**config.mk**
```make
export PLATFORM = sky130hd
export DESIGN_NAME = sha256_stream_hasher
export DESIGN_NICKNAME = d
export VERILOG_FILES = /design/src/rtl/sha256_pkg.sv /design/src/rtl/sha256_core.sv /design/src/rtl/sha256_stream_hasher.sv
export SDC_FILE = /design/constraint.sdc
export NUM_CORES = 2
export LEC_CHECK = 0
export ABC_AREA = 1
export BUFFER_PORTS_ARGS = -buffer_cell sky130_fd_sc_hd__buf_2
export CORE_UTILIZATION = 45
export DETAILED_ROUTE_END_ITERATION = 10
export GPL_ROUTABILITY_DRIVEN = 0
export SYNTH_ARGS = -nofsm -noshare
export SYNTH_HDL_FRONTEND = slang
export SYNTH_SLANG_ARGS = --single-unit
```
**constraint.sdc**
```tcl
create_clock -name clk -period 17.65 [get_ports clk]
set_input_delay 3.53 -clock clk [delete_from_list [all_inputs] [get_ports clk]]
set_output_delay 3.53 -clock clk [all_outputs]
set_load 0.1 [all_outputs]
```
**src/rtl/sha256_pkg.sv**
```systemverilog
// ----------------------------------------------------------------------------
// SHA-256 package
// Word type, control struct, pad byte, round constants, initial hash values and the SHA-256 bit functions.
// ----------------------------------------------------------------------------
`default_nettype none

package sha256_pkg;

  typedef logic [31:0] word_t;

  typedef struct packed {
    logic start;
    logic init;
  } sha_ctrl_t;

  localparam logic [7:0] PAD_BYTE = 8'h80;

  function automatic word_t round_k(input logic [5:0] idx);
    word_t k;
    unique case (idx)
      6'd0:  k = 32'h428a2f98; 6'd1:  k = 32'h71374491; 6'd2:  k = 32'hb5c0fbcf;
      6'd3:  k = 32'he9b5dba5; 6'd4:  k = 32'h3956c25b; 6'd5:  k = 32'h59f111f1;
      6'd6:  k = 32'h923f82a4; 6'd7:  k = 32'hab1c5ed5; 6'd8:  k = 32'hd807aa98;
      6'd9:  k = 32'h12835b01; 6'd10: k = 32'h243185be; 6'd11: k = 32'h550c7dc3;
      6'd12: k = 32'h72be5d74; 6'd13: k = 32'h80deb1fe; 6'd14: k = 32'h9bdc06a7;
      6'd15: k = 32'hc19bf174; 6'd16: k = 32'he49b69c1; 6'd17: k = 32'hefbe4786;
      6'd18: k = 32'h0fc19dc6; 6'd19: k = 32'h240ca1cc; 6'd20: k = 32'h2de92c6f;
      6'd21: k = 32'h4a7484aa; 6'd22: k = 32'h5cb0a9dc; 6'd23: k = 32'h76f988da;
      6'd24: k = 32'h983e5152; 6'd25: k = 32'ha831c66d; 6'd26: k = 32'hb00327c8;
      6'd27: k = 32'hbf597fc7; 6'd28: k = 32'hc6e00bf3; 6'd29: k = 32'hd5a79147;
      6'd30: k = 32'h06ca6351; 6'd31: k = 32'h14292967; 6'd32: k = 32'h27b70a85;
      6'd33: k = 32'h2e1b2138; 6'd34: k = 32'h4d2c6dfc; 6'd35: k = 32'h53380d13;
      6'd36: k = 32'h650a7354; 6'd37: k = 32'h766a0abb; 6'd38: k = 32'h81c2c92e;
      6'd39: k = 32'h92722c85; 6'd40: k = 32'ha2bfe8a1; 6'd41: k = 32'ha81a664b;
      6'd42: k = 32'hc24b8b70; 6'd43: k = 32'hc76c51a3; 6'd44: k = 32'hd192e819;
      6'd45: k = 32'hd6990624; 6'd46: k = 32'hf40e3585; 6'd47: k = 32'h106aa070;
      6'd48: k = 32'h19a4c116; 6'd49: k = 32'h1e376c08; 6'd50: k = 32'h2748774c;
      6'd51: k = 32'h34b0bcb5; 6'd52: k = 32'h391c0cb3; 6'd53: k = 32'h4ed8aa4a;
      6'd54: k = 32'h5b9cca4f; 6'd55: k = 32'h682e6ff3; 6'd56: k = 32'h748f82ee;
      6'd57: k = 32'h78a5636f; 6'd58: k = 32'h84c87814; 6'd59: k = 32'h8cc70208;
      6'd60: k = 32'h90befffa; 6'd61: k = 32'ha4506ceb; 6'd62: k = 32'hbef4a9f7;
      6'd63: k = 32'hc67178f2;
      default: k = 32'h0;
    endcase
    return k;
  endfunction

  function automatic word_t init_hash(input logic [2:0] idx);
    word_t h;
    unique case (idx)
      3'd0: h = 32'h6a09e667;
      3'd1: h = 32'hbb67ae85;
      3'd2: h = 32'h3c6ef372;
      3'd3: h = 32'ha54ff53a;
      3'd4: h = 32'h510e527f;
      3'd5: h = 32'h9b05688c;
      3'd6: h = 32'h1f83d9ab;
      3'd7: h = 32'h5be0cd19;
      default: h = 32'h0;
    endcase
    return h;
  endfunction

  function automatic word_t rotr(input word_t x, input int unsigned n);
    return (x >> n) | (x << (32 - n));
  endfunction

  function automatic word_t big_sigma0(input word_t x);
    return rotr(x, 2) ^ rotr(x, 13) ^ rotr(x, 22);
  endfunction

  function automatic word_t big_sigma1(input word_t x);
    return rotr(x, 6) ^ rotr(x, 11) ^ rotr(x, 25);
  endfunction

  function automatic word_t small_sigma0(input word_t x);
    return rotr(x, 7) ^ rotr(x, 18) ^ (x >> 3);
  endfunction

  function automatic word_t small_sigma1(input word_t x);
    return rotr(x, 17) ^ rotr(x, 19) ^ (x >> 10);
  endfunction

endpackage

`default_nettype wire

```
**src/rtl/sha256_core.sv**
```systemverilog
// ----------------------------------------------------------------------------
// SHA-256 compression core
// Runs one round per cycle on a shared round unit with a rolling schedule.
// ----------------------------------------------------------------------------
`default_nettype none

module sha256_core
  import sha256_pkg::*;
(
  input  wire logic      clk,
  input  wire logic      rst,
  input  wire sha_ctrl_t ctrl,
  input  wire word_t     block [16],
  output logic           busy,
  output word_t          chain [8]
);

  localparam logic [1:0] C_IDLE  = 2'd0;
  localparam logic [1:0] C_ROUND = 2'd1;
  localparam logic [1:0] C_FINAL = 2'd2;

  logic [1:0] state;
  logic [5:0] rnd;
  word_t      sched [16];
  word_t      a, b, c, d, e, f, g, h;
  word_t      t1, t2, w_new;

  assign busy = (state != C_IDLE);

  always_comb begin
    t1    = h + big_sigma1(e) + ((e & f) ^ (~e & g)) + round_k(rnd) + sched[0];
    t2    = big_sigma0(a) + ((a & b) ^ (a & c) ^ (b & c));
    w_new = sched[0] + small_sigma0(sched[1]) + sched[9] + small_sigma1(sched[14]);
  end

  always_ff @(posedge clk) begin
    if (rst) begin
      state <= C_IDLE;
      rnd   <= 6'd0;
    end else begin
      unique case (state)
        C_IDLE: begin
          rnd <= 6'd0;
          if (ctrl.start) state <= C_ROUND;
        end
        C_ROUND: begin
          rnd <= rnd + 6'd1;
          if (rnd == 6'd63) state <= C_FINAL;
        end
        C_FINAL: state <= C_IDLE;
        default: state <= C_IDLE;
      endcase
    end
  end

  // Working variables and the sixteen-word schedule window.
  always_ff @(posedge clk) begin
    if (state == C_IDLE && ctrl.start) begin
      for (int i = 0; i < 16; i++) sched[i] <= block[i];
      a <= chain[0]; b <= chain[1]; c <= chain[2]; d <= chain[3];
      e <= chain[4]; f <= chain[5]; g <= chain[6]; h <= chain[7];
    end else if (state == C_ROUND) begin
      for (int i = 0; i < 15; i++) sched[i] <= sched[i + 1];
      sched[15] <= w_new;
      h <= g; g <= f; f <= e; e <= d + t1;
      d <= c; c <= b; b <= a; a <= t1 + t2;
    end
  end

  always_ff @(posedge clk) begin
    if (rst || ctrl.init) begin
      for (int i = 0; i < 8; i++) chain[i] <= init_hash(3'(i));
    end else if (state == C_FINAL) begin
      chain[0] <= chain[0] + a; chain[1] <= chain[1] + b;
      chain[2] <= chain[2] + c; chain[3] <= chain[3] + d;
      chain[4] <= chain[4] + e; chain[5] <= chain[5] + f;
      chain[6] <= chain[6] + g; chain[7] <= chain[7] + h;
    end
  end

endmodule

`default_nettype wire

```
**src/rtl/sha256_stream_hasher.sv**
```systemverilog
// A byte that does not fill the block is taken while idle; a byte that
// fills it adds one compression (start, 64 rounds, add) before the next byte.
// A last item pads one byte per cycle up to byte 56 (pausing while a full
// block compresses), runs one or two compressions, then gives eight digest
// words, one per cycle as taken. No byte is taken while a block compresses.
// Reset (synchronous, active high) loads the initial hash and clears counts.
// ----------------------------------------------------------------------------
// SHA-256 stream hasher
// Byte stream in, packing and padding sequencer, digest words out.
// ----------------------------------------------------------------------------
`default_nettype none

module sha256_stream_hasher
  import sha256_pkg::*;
(
  input  wire logic        clk,
  input  wire logic        rst,
  input  wire logic        s_tvalid,
  output logic             s_tready,
  input  wire logic [7:0]  s_tdata,   // [7:0] data_byte
  input  wire logic        s_tuser,   // [0] has_byte
  input  wire logic        s_tlast,
  output logic             m_tvalid,
  input  wire logic        m_tready,
  output logic [31:0]      m_tdata,   // [31:0] digest_word
  output logic             m_tlast
);

  localparam logic [2:0] S_IDLE   = 3'd0;
  localparam logic [2:0] S_PAD    = 3'd1;
  localparam logic [2:0] S_CSTART = 3'd2;
  localparam logic [2:0] S_CWAIT  = 3'd3;
  localparam logic [2:0] S_OUT    = 3'd4;

  logic [2:0]  state;
  logic [2:0]  ret_state;
  logic [5:0]  fill;
  logic [63:0] bit_length;
  logic        pad_done;
  logic [2:0]  out_idx;
  word_t       block [16];
  word_t       chain [8];
  logic        core_busy;
  sha_ctrl_t   ctrl;

  logic        put_en;
  logic [7:0]  put_val;
  logic        len_en;
  logic        block_full;
  logic [4:0]  put_shift;

  assign s_tready = (state == S_IDLE);
  assign m_tvalid = (state == S_OUT);
  assign m_tdata  = chain[out_idx];
  assign m_tlast  = (out_idx == 3'd7);

  always_comb begin
    len_en     = (state == S_PAD) && pad_done && (fill == 6'd56);
    put_en     = (s_tready && s_tvalid && s_tuser) || ((state == S_PAD) && !len_en);
    put_val    = (state == S_PAD) ? (pad_done ? 8'h00 : PAD_BYTE) : s_tdata;
    block_full = (fill == 6'd63);
    put_shift  = {~fill[1:0], 3'b000};
    ctrl.start = (state == S_CSTART);
    ctrl.init  = m_tvalid && m_tready && m_tlast;
  end

  // The first byte of a word clears the rest of it; later bytes are ORed in.
  always_ff @(posedge clk) begin
    if (put_en) begin
      if (fill[1:0] == 2'd0) block[fill[5:2]] <= {put_val, 24'h0};
      else block[fill[5:2]] <= block[fill[5:2]] | ({24'h0, put_val} << put_shift);
    end else if (len_en) begin
      block[14] <= bit_length[63:32];
      block[15] <= bit_length[31:0];
    end
  end

  always_ff @(posedge clk) begin
    if (rst) begin
      state      <= S_IDLE;
      ret_state  <= S_IDLE;
      fill       <= 6'd0;
      bit_length <= 64'd0;
      pad_done   <= 1'b0;
      out_idx    <= 3'd0;
    end else begin
      if (put_en) fill <= fill + 6'd1;
      unique case (state)
        S_IDLE: begin
          if (s_tvalid) begin
            if (s_tuser) bit_length <= bit_length + 64'd8;
            if (put_en && block_full) begin
              state     <= S_CSTART;
              ret_state <= s_tlast ? S_PAD : S_IDLE;
            end else if (s_tlast) begin
              state <= S_PAD;
            end
          end
        end
        S_PAD: begin
          pad_done <= 1'b1;
          if (len_en) begin
            state     <= S_CSTART;
            ret_state <= S_OUT;
          end else if (block_full) begin
            state     <= S_CSTART;
            ret_state <= S_PAD;
          end
        end
        S_CSTART: state <= S_CWAIT;
        S_CWAIT: begin
          if (!core_busy) state <= ret_state;
        end
        S_OUT: begin
          if (m_tready) begin
            out_idx <= out_idx + 3'd1;
            if (m_tlast) begin
              state      <= S_IDLE;
              fill       <= 6'd0;
              bit_length <= 64'd0;
              pad_done   <= 1'b0;
            end
          end
        end
        default: state <= S_IDLE;
      endcase
    end
  end

  sha256_core u_core (
    .clk   (clk),
    .rst   (rst),
    .ctrl  (ctrl),
    .block (block),
    .busy  (core_busy),
    .chain (chain)
  );

endmodule

`default_nettype wire

```
# After elaboration in Yosys (flattened, before gate mapping)
# Memory sizes are Yosys's and may differ from the RTL's. A register that Yosys moved wholly into a read port is not among the register bits.
# Cells that the tools add are included.
[op_classes] bitwise=47 addsub=22 reduce_logical=29 eq_ne=20 muxes=85 n_lt_le_gt_ge=3 shifts=1
[ops] operator="$mux 32" count=37
[ops] operator="$bwmux 512" count=2
[ops] operator="$add 32x32->32" count=18
[ops] operator="$mux 512" count=1
[ops] operator="$mux 64" count=6
[ops] operator="$xor 32x32->32" count=9
[ops] operator="$and 32x32->32" count=5
[ops] operator="$bmux 32 s4" count=1
[ops] operator="$demux 32 s4" count=1
[ops] operator="$pmux 64 s2" count=1
[ops] operator="$bmux 32 s3" count=1
[ops] operator="$add 64x4->64 const B" count=1
[ops] operator="$mux 3" count=12
[ops] operator="$mux 6" count=6
[ops] operator="$not 32->32" count=1
[ops] operator="$or 10x32->32" count=1
[ops] operator="$or 13x32->32" count=1
[ops] operator="$or 14x32->32" count=1
[ops] operator="$or 15x32->32" count=1
[ops] operator="$or 19x32->32" count=1
[ops] operator="$or 21x32->32" count=1
[ops] operator="$or 25x32->32" count=1
[ops] operator="$or 26x32->32" count=1
[ops] operator="$or 30x32->32" count=1
[ops] operator="other kinds (43)" count=96
[word_totals] romBits=2048 ram_bits=512 output_inout_bits=35 regBits=1112 elab_cells=249 n_memories=2 input_bits=14
[memory_table] memory="(name not given)" depth=64 word_bits=32 rd=1 rd_clocked_by_memory_dff=1 wr=0 line="sha256_pkg.sv:20" rtl="unique case (idx)"
[memory_table] memory="u_core.sched" depth=16 word_bits=32 rd=16 rd_clocked_by_memory_dff=0 wr=16 line="sha256_core.sv:24" rtl="word_t sched [16];"

# Longest topological paths before layout
[depth] depth_word=10 mapped_depth=36 mapped_depth_nobuf=35

# By module
# From an unflattened synthesis, not the netlist that was laid out.
[unflattened] cells_unflattened=13192 hier_area_um2=104811.8
[modules_own_cells] mod="sha256_core" area_each_um2=74879.3 seq_area_each_um2=28987.8 cells_each=9859 n_inst=1
[modules_own_cells] mod="sha256_stream_hasher" area_each_um2=29932.5 seq_area_each_um2=16896.2 cells_each=3333 n_inst=1

# Worst setup path before layout
# Ideal clock, no wire load.
[synth_timing] path_type="register to register" startpoint="register u_core.state[1]" endpoint="register u_core.a[0], enable pin" n_path_buf=2 t_arrival_ns=13.715 setup_slack_ns=-1.382 setup_time_ns=5.317 path_stages_with_launch=8 synth_period_minus_slack_ns=19.032 t_required_ns=12.333 path_cell_list="dfxtp_1 nor2_1 inv_1 nor2_1 inv_2 clkbuf_1 clkbuf_1 nand2_1"
[synth_via] elab_chain_len=3 elab_cells_between_ends=4 cone_classes="1 x eq/ne; 3 x reduce/logical"
[synth_lines] element="start, declared" line="sha256_core.sv:22" rtl="logic [1:0] state;"
[synth_lines] element="start signal, assigned" line="sha256_core.sv:38" rtl="state <= C_IDLE;"
[synth_lines] element="start signal, assigned" line="sha256_core.sv:44" rtl="if (ctrl.start) state <= C_ROUND;"
[synth_lines] element="start signal, assigned" line="sha256_core.sv:48" rtl="if (rnd == 6'd63) state <= C_FINAL;"
[synth_lines] element="$logic_not 2->1" line="sha256_core.sv:58" rtl="if (state == C_IDLE && ctrl.start) begin"
[synth_lines] element="$logic_and 1x1->1" line="sha256_core.sv:58"
[synth_lines] element="$reduce_bool 2->1 (no source line) *"
[synth_lines] element="end signal, assigned" line="sha256_core.sv:60" rtl="a <= chain[0]; b <= chain[1]; c <= chain[2]; d <= chain[3];"
[synth_lines] element="end, declared" line="sha256_core.sv:25" rtl="word_t a, b, c, d, e, f, g, h;"
# Every way passes the cells marked *; elsewhere a longest branch is shown, timed or not.
# A chain may end at the register's enable or synchronous reset.

# Worst setup path in the final report
[layout_timing] startpoint="register out_idx[0]" endpoint="output port m_tdata[26]"
[layout_via] elab_chain_len=4
[layout_lines] element="start, declared" line="sha256_stream_hasher.sv:40" rtl="logic [2:0] out_idx;"
[layout_lines] element="start signal, assigned" line="sha256_stream_hasher.sv:116" rtl="out_idx <= out_idx + 3'd1;"
[layout_lines] element="$not 3->4 (implied by the code)" line="sha256_stream_hasher.sv:54" rtl="assign m_tdata = chain[out_idx];"
[layout_lines] element="$bmux 32 s3" line="sha256_stream_hasher.sv:54"
[layout_lines] element="$mux 32 (implied by the code) (2 in series)" line="sha256_stream_hasher.sv:54"
[layout_lines] element="end, declared" line="sha256_stream_hasher.sv:25" rtl="output logic [31:0] m_tdata,"
# No other way between the ends. The select of a mux whose other input is x is not followed.

==> metrics.md <==
| Metric | Value |
|---|---|
| Cells after Synth | between 10000 and 15000 |
| Slew HR | under 10% |
| First-pass GRT wire length | 588000 um |
| Avg Vias per Cell | slightly above 6 |
| CP max stage delay | between 1000 and 1500 ps |
| Status | finished with violations |
| Count of input and output buffers | 48 |
| R2R depth | 29 |
| Hpwl dp | 298000 um |
| CTS Hold Bufs | 0 |
| GRT Total Usage | 34.5% |
| Number of global-route vias before repair | 88600 |
| CP Buf/Inv Count | 3 |
| Slew @ Worst Pin | about 1400 ps |
| Syn Area/Cell | between 8 and 9 um2 |
| Sum Neg Setup Slack | 0 ps |
| Largest family of logic cells by synthesized area | simple AND/OR/NAND/NOR gates |
| CP top delay family | buffers and inverters |
| RR Endpoint | u_core.a[18]$_DFFE_PP_ |
| Starting DRT DRC Count | 13500 |
| Pin count of the biggest net entering global routing | between 150 and 200 |
| Clk sinks | 1652 |
| Clock skew | between 60 and 70 ps |
| Number of remaining DRC errors | 3 |
| Critical path launch point type | flop |
| WHS Endpoint | ret_state[2]$_SDFFE_PP0P_ |
| Xor and xnor area share after synthesis | roughly 3.5% |
| Layout Nets | roughly 13000 |
| Die Height | about 480 um |
| CTS tree | done |
| Place WS | 9910 ps |
| Clock Latency Late Sink | about 900 ps |
| RSZ-0062 raised after global routing | false |
| Final count of negative-setup-slack endpoints | 0 |
| Die Width | around 480 um |
| Die footprint | approximately 230000 um2 |
| Syn. warnings | 0 |
| Req. time, crit path | around 14000 ps |
| Worst min path class | reg2reg |
| EDFF count, synth | about 1300 |
| Violated checks | design-rule violations |
| Syn_nets | about 13000 |
| Fin. Hold Viols | 0 |
| Post-synth top flop | edfxtp_1 |
| Reg2Reg Launch Point | u_core.e[13]$_DFFE_PP_ |
| Fin. max-slew vios | 0 |
| Worst EP arrival | approximately 5400 ps |
| Post-synthesis sequential area ratio | ~45% |
| Resized cells post-CTS | 0 |
| Final WL | approximately 410000 um |
| Wire length per cell | approximately 26 um |
| CP max stage cell | o21ai_0 |
| Syn-to-layout area delta | 8.79% |
| Clk pin slew, worst setup/hold paths | 60 ps |
| Hold path cells | 2 |
| Flops & latches, synth | roughly 1700 |
| Async SR Flop Fraction | 0% |
| WHS | roughly 470 ps |
| Max Clock Freq | approximately 110 MHz |
| Period utilisation layout | between 50 and 60% |
| # rows | roughly 180 |
| Post-route ant nets | 0 |
| Fin crit period | ~8900 ps |
| CP startpoint | out_idx[0]$_SDFFE_PP0P_ |
| Num ports | 49 |
| CTS Root Cell | clkbuf_16 |
| Initial antenna violation count | 27 |
| DRT Pass-1 Iters | 11 |
| CP max FO | 63 |
| Worst hold start | ret_state[2]$_SDFFE_PP0P_ |
| Compound-Gate Fraction of Synth Area | between 10% and 20% |
| Crit path capture type | output pin |
| Grt total ovfl | 0 |
| Crit path setup slack, layout | about 8800 ps |
| Synthesized-area fraction occupied by and/or/nand/nor cells | 21.3% |
| Max Root-Sink Buffers | 3 |
| Synth Area in Adders | just under 9% |
| Synth cell types | between 50 and 60 |
| H-tree levels | 4 |
| FF-to-FF setup slack | between 10000 and 15000 ps |
| Proportion of layout cells with a drive suffix above 1 | 4.42% |
| Initial Util | a little under half |
| Post-synthesis mux area share | 0.273% |
| Post-Syn Area | about 100000 um2 |
| Number of max-cap violations | 0 |
| DR vias | about 95000 |
| Post-CTS setup buffer count | 0 |
| Core area | around 230000 um2 |
| Crit-path cells | clkinv_2 -> buf_4 -> o21ai_0 -> a221oi_1 -> a31oi_1 -> buf_2 |
| CP Class | reg2out |
| TritonCTS buffer count | about 190 |
[layer usage]
| layer | global-route usage, % | up-vias | wire (um) |
|---|---|---|---|
| met5 | 0.373 | - | 302 |
| met4 | 21.5 | 24 | 30700 |
| met3 | 7.59 | 1472 | 47300 |
| met2 | 53.2 | 6212 | 177000 |
| met1 | 43.9 | 44700 | 151000 |
| li1 | - | 42200 | - |
[worst max path at each step]
stage | cells past startpoint | slack [ps] | end
2_1_floorplan | 8 | 6270 | u_core.a[0]$_DFFE_PP_
3_3_place_gp | 6 | 9920 | m_tdata[26]
3_5_place_dp | 6 | 9910 | m_tdata[26]
4_1_cts | 6 | 9020 | m_tdata[26]
5_1_grt | 6 | 8800 | m_tdata[26]
6_report | 6 | 8750 | m_tdata[26]
[cells in the mapped netlist (45+ instances only)]
cell type	instances	share of area (%)
o211ai_1	93	0.68
nand2_1	3427	13
fa_1	195	3.8
xnor2_1	171	1.5
a21oi_1	834	4.1
inv_1	1324	4.8
buf_2	82	0.40
inv_2	45	0.16
edfxtp_1	1280	37
o21bai_1	45	0.33
xor2_1	245	2.1
clkbuf_1	451	1.6
nor2_1	1192	4.4
ha_1	396	4.8
o21ai_0	1002	4.9
nand3_1	488	2.4
o21ai_1	50	0.24
o22ai_1	243	1.5
dfxtp_1	372	7.2
nor3_1	116	0.56
nand4_1	123	0.75
a21o_1	56	0.41
a31oi_1	83	0.51
[logic make-up (layout without fill, tap and decap cells)]
logic type | after synthesis | count (layout)
AO/OA/AOI/OAI | 2610 | 2610
multiplexers | 28 | 28
buffers and inverters | 1951 | 1885
other | 0 | 14
XOR/XNOR | 416 | 416
adder cells (fa/ha/maj) | 612 | 612
AND/OR/NAND/NOR | 5454 | 5454
flip-flops | 1652 | 1652
[cell type report]
class,instances,area [um2]
flip-flops and latches,1652,45900
repair buffers,154,1100
clock buffers,255,5080
inverters,1385,5230
fillers,21900,115000
multi-input cells,9120,49600
clock inverters,91,1080
diodes,14,35.0
well taps,3009,3760
[metrics by stage]
step | util, % | std cells | area, um2
2_1_floorplan | - | 12700 | 103000
3_3_place_gp | 46.5 | 15300 | 106000
3_5_place_dp | 46.5 | 15300 | 106000
4_1_cts | 49.2 | 15700 | 112000
5_1_grt | 49.2 | 15700 | 112000
6_report | 49.2 | 15700 | 112000
[layout by cell type (no fill, tap or decap), types with 83 or more instances in the layout]
cell and n:
inv_1 1320, o211ai_1 93, o21ai_0 1001, ha_1 396, fa_1 195, nor2_1 1172, nand3_1 487, edfxtp_1 1280
o22ai_1 243, xor2_1 245, clkbuf_16 189, buf_4 101, a31oi_1 83, a21oi_1 834, nand4_1 123, nor3_1 116
nand2_1 3419, xnor2_1 171, dfxtp_1 370
[state kept, by name (all words and copies together), names as in the netlist, 6 cells and up, named ones only]
name          count
u_core.h         32
u_core.d         32
fill              6
u_core.sched    512
u_core.a         32
u_core.e         32
bit_length       61
u_core.b         32
u_core.chain    256
block           512
u_core.rnd        6
u_core.g         32
u_core.f         32
u_core.c         32
[worst register-to-register path: cells and delay by family (launching register included)]
kind / cells / cell delay (ps)
adders and majority gates: 6 / 2730
AOI/OAI and AO/OA: 8 / 1700
and+or+nand+nor: 5 / 710
xor gates and xnor gates: 3 / 1020
buffers and inverters: 7 / 420
DFF: 1 / 620
Power is left out: the tool's default activity adds up to more than one toggle a clock period on the data nets, which glitch-free logic cannot reach.
